<file path="src/pdts_pkg.sv">
// ----------------------------------------------------------------------------
// pdts_pkg
// shared constants and types for the priority deadline task scheduler
// ----------------------------------------------------------------------------
package pdts_pkg;

  localparam int QueueDepthDefault = 16;
  localparam int NumLevelsDefault  = 4;

  localparam logic OP_SUBMIT   = 1'b0;
  localparam logic OP_DISPATCH = 1'b1;

  localparam logic [2:0] KIND_ACCEPTED   = 3'd0;
  localparam logic [2:0] KIND_REJECTED   = 3'd1;
  localparam logic [2:0] KIND_EXPIRED    = 3'd2;
  localparam logic [2:0] KIND_DISPATCHED = 3'd3;
  localparam logic [2:0] KIND_NONE       = 3'd4;

  typedef struct packed {
    logic        opcode;
    logic [1:0]  priority_req;
    logic [63:0] deadline;
    logic [63:0] now_time;
  } cmd_t;

  typedef struct packed {
    logic [2:0]  kind;
    logic [31:0] task_id;
    logic [1:0]  task_priority;
    logic [63:0] task_deadline;
    logic        last;
    logic [6:0]  pending_count;
  } res_t;

endpackage

</file>
<file path="src/pdts_cmd_fifo.sv">
// ----------------------------------------------------------------------------
// pdts_cmd_fifo
// two-entry command queue between the intake side and the execution engine
// ----------------------------------------------------------------------------
module pdts_cmd_fifo
  import pdts_pkg::*;
(
  input  logic clk,
  input  logic rst,
  input  logic wr_en,
  input  cmd_t wr_data,
  output logic full,
  input  logic rd_en,
  output cmd_t rd_data,
  output logic empty
);

  cmd_t       mem [2];
  logic       wp, rp;
  logic [1:0] cnt;

  assign full    = (cnt == 2'd2);
  assign empty   = (cnt == 2'd0);
  assign rd_data = mem[rp];

  always_ff @(posedge clk) begin
    if (wr_en && !full) mem[wp] <= wr_data;
    if (rst) begin
      wp <= 1'b0; rp <= 1'b0; cnt <= 2'd0;
    end else begin
      if (wr_en && !full) wp <= ~wp;
      if (rd_en && !empty) rp <= ~rp;
      cnt <= cnt + 2'((wr_en && !full) ? 1 : 0) - 2'((rd_en && !empty) ? 1 : 0);
    end
  end

endmodule

</file>
<file path="config.mk">
export PLATFORM = sky130hd
export DESIGN_NAME = pdts_cmd_fifo
export DESIGN_NICKNAME = d
export VERILOG_FILES = /design/src/pdts_pkg.sv /design/src/pdts_cmd_fifo.sv
export SDC_FILE = /design/constraint.sdc
export NUM_CORES = 1
export LEC_CHECK = 0
export BUFFER_PORTS_ARGS = -buffer_cell sky130_fd_sc_hd__buf_2
export CELL_PAD_IN_SITES_DETAIL_PLACEMENT = 0
export CELL_PAD_IN_SITES_GLOBAL_PLACEMENT = 2
export CORE_UTILIZATION = 42
export DETAILED_ROUTE_END_ITERATION = 8
export PLACE_DENSITY = 0.95
export SLEW_MARGIN = 20
export SYNTH_ARGS = -nofsm -noshare
export SYNTH_HDL_FRONTEND = slang
export SYNTH_SLANG_ARGS = --single-unit
</file>
<file path="constraint.sdc">
create_clock -name clk -period 12.7 [get_ports clk]
set_clock_uncertainty 0.15 [all_clocks]
set_input_delay 1.27 -clock clk [delete_from_list [all_inputs] [get_ports clk]]
set_output_delay 1.27 -clock clk [all_outputs]
set_load 0.05 [all_outputs]
</file>
==> impl_metrics.tcl <==
set metrics [dict create \
    vias 4949 \
    clk_pin_slew_ns 0.06 \
    status "finished clean" \
    grt_overflow_total 0 \
    setup_violations 0 \
    clockRootBuffer "clkbuf_16" \
    die_area_um2 24600 \
    crit_slowest_cell "buf_4" \
    top_layer_used "met4" \
    worst-path-max-fanout 58 \
    grt_pass1_vias 4978 \
    met2WireLength_mm 8.77 \
    cts_tree "yes" \
    p_per_area_nw_per_um2 244 \
    met3_length_mm 1.43 \
    cp.required_ns 11.28 \
    tightest_slew_ns 1.08 \
    drt_iter0_markers 165 \
    drc_errors 0 \
    clkLatencyLatePin_ns 0.52 \
    ant_nets 0 \
    ys_seq_area_frac 0.792 \
    relSlewSlack 0.281 \
    clock_sinks 267 \
    area.growth.synth_to_final_pct 24.7 \
    cts_setup_buffers 0 \
    critPathLaunchType "flip-flop" \
    cp-endpoint "rd_data[130]" \
    finalSetupTns_ns 0 \
    reg2reg_setup_slack_ns 9.78 \
    start_util 0.429 \
    final_cell_mix "267 x buf_2, 262 x edfxtp_1, 90 x mux2_4, 41 x mux2_2, 27 x clkbuf_16" \
    grt_max_degree 74 \
    reg2regPathDepth 5 \
    wl_met1_mm 7.10 \
    synth_cell_types 22 \
    final_max_slew_viol_count 0 \
    hold_buffers 0 \
    final_common_cell "buf_2" \
    utilization 0.534 \
    viasPerCell 4.68 \
    r2r-end "mem[0][15]$_DFFE_PP_" \
    cts_repair_resize_count 0 \
    netlist_instances 435 \
    ys_seq_elements 267 \
    crit_type "flip-flop to output pin" \
    portBuffers 267 \
    wire_per_inst_um 16.8 \
    fin_ws_ns 8.57 \
    drt_wl_total_mm 17.8 \
    die_x_um 157 \
    post-place-ws_ns 8.85 \
    period_needed_ns 4.13 \
    gp_routability_congestion 0.693 \
    antenna_found_initial 1 \
    p_leak_nw 4.84 \
    finalCritPeriodShare 0.325 \
    dpl.hpwl_mm 11.6 \
    worstPathArrival_ns 2.71 \
    path_cells "buf_4 > mux2_2 > buf_2" \
    peakVddDrop_mv 0.184 \
    yosys_warnings 0 \
    crit_path_end_kind "output pin" \
    max_stage_delay_ns 0.87 \
    cts_max_level 1 \
    cts_buffers 27 \
    hp-class "flip-flop to flip-flop" \
    rows 56 \
    clockBufferDepth 3 \
    io_pins 268 \
    avgSynthCellArea_um2 23.1 \
    nNetsFinal 857 \
    track_usage 0.140 \
    synth_nets 572 \
    final_layout_size_suffix_gt1_frac 0.600 \
    drt_first_pass_iters 4 \
    worstReg2RegStart "cnt[0]$_SDFF_PP0_" \
    syn_area_um2 10100 \
    fmax_mhz 242 \
    hold_viol_final 0 \
    coreArea_um2 23500 \
    rsz0062_at_grt "false" \
    grt_pass1_wl_mm 26.5 \
    drv_cap 0 \
    fp.dieH_um 157 \
]
## stage by stage
step | power (mW) | area (um2) | hold slack, ns | cells
floorplan | 2.14 | 10100 | 0.302 | 435
global placement | 2.33 | 11700 | 0.332 | 1010
detailed placement | 2.34 | 11700 | 0.354 | 1010
CTS | 3.10 | 12500 | 0.372 | 1057
global route | 3.19 | 12500 | 0.435 | 1058
finish | 3.06 | 12500 | 0.365 | 1058
## cells in the mapped netlist
master,count,area share
a21oi_1,1,0.00050
and2_1,1,0.00062
and3_1,1,0.00062
buf_2,4,0.0020
buf_6,10,0.011
buf_8,1,0.0015
dfxtp_1,5,0.0099
edfxtp_1,262,0.78
ha_1,2,0.0025
inv_1,4,0.0015
mux2_2,41,0.046
mux2_4,90,0.13
nand2_1,1,0.00037
nand2b_2,1,0.00087
nor2_1,4,0.0015
nor2b_1,1,0.00062
nor3_1,1,0.00050
o21a_1,1,0.00075
o21ai_0,1,0.00050
or3_1,1,0.00062
xnor2_1,1,0.00087
xor2_1,1,0.00087
## critical path: cells and delay by family, from the launching register on
family,cells,cell delay [ns]
multiplexers,1,0.41
buffers and inverters,2,1.08
flip-flops,1,0.61
## kinds of logic (layout without fill, tap and decap cells)
kind of cell / after synthesis / after routing / share of synthesized area
adders and majority gates: 2 / 2 / 0.00249
other: 0 / 1 / 0
muxes: 131 / 131 / 0.180
xor gates and xnor gates: 2 / 2 / 0.00174
DFF: 267 / 267 / 0.792
buffers and inverters: 19 / 322 / 0.0162
AOI/OAI and AO/OA: 3 / 3 / 0.00174
and+or+nand+nor: 11 / 11 / 0.00572
## report_power, final
group,internal (mW),switching (mW),total (mW)
Combinational,0.346,0.794,1.14
Clock,0.447,0.308,0.755
Sequential,1.12,0.0439,1.17
Total,1.92,1.15,3.06
## cell type report
class	count	area, um2
Sequential cell	267	7970
Tap cell	319	399
Timing Repair Buffer	271	1370
Antenna cell	1	2.50
Fill cell	1877	10900
Clock inverter	17	160
Clock buffer	30	687
Multi-Input combinational cell	149	1940
Inverter	4	20.0
## state kept, by name, indices dropped and copies added (netlist names), named ones only
signal	cells
cnt	2
rp	1
mem	262
wp	1
## routing by layer
| metal | vias to the layer above | GRT usage |
|---|---|---|
| met1 | 2435 | 0.169 |
| met5 | - | 0 |
| met3 | 39 | 0.0396 |
| li1 | 2286 | - |
| met2 | 189 | 0.237 |
| met4 | 0 | 0.0570 |
## how the worst min path moves through the flow
stage	slack (ns)	endpoint	cells after the start	start
after floorplan	0.30	wp$_SDFFE_PP0P_	2	wp$_SDFFE_PP0P_
after detailed placement	0.35	flip-flop	2	rp$_SDFFE_PP0P_
after global routing	0.44	wp$_SDFFE_PP0P_	2	wp$_SDFFE_PP0P_
after CTS	0.37	flip-flop	2	rp$_SDFFE_PP0P_
final	0.37	wp$_SDFFE_PP0P_	2	wp$_SDFFE_PP0P_
after global placement	0.33	wp$_SDFFE_PP0P_	2	wp$_SDFFE_PP0P_
Power figures use the tool's default switching activity.
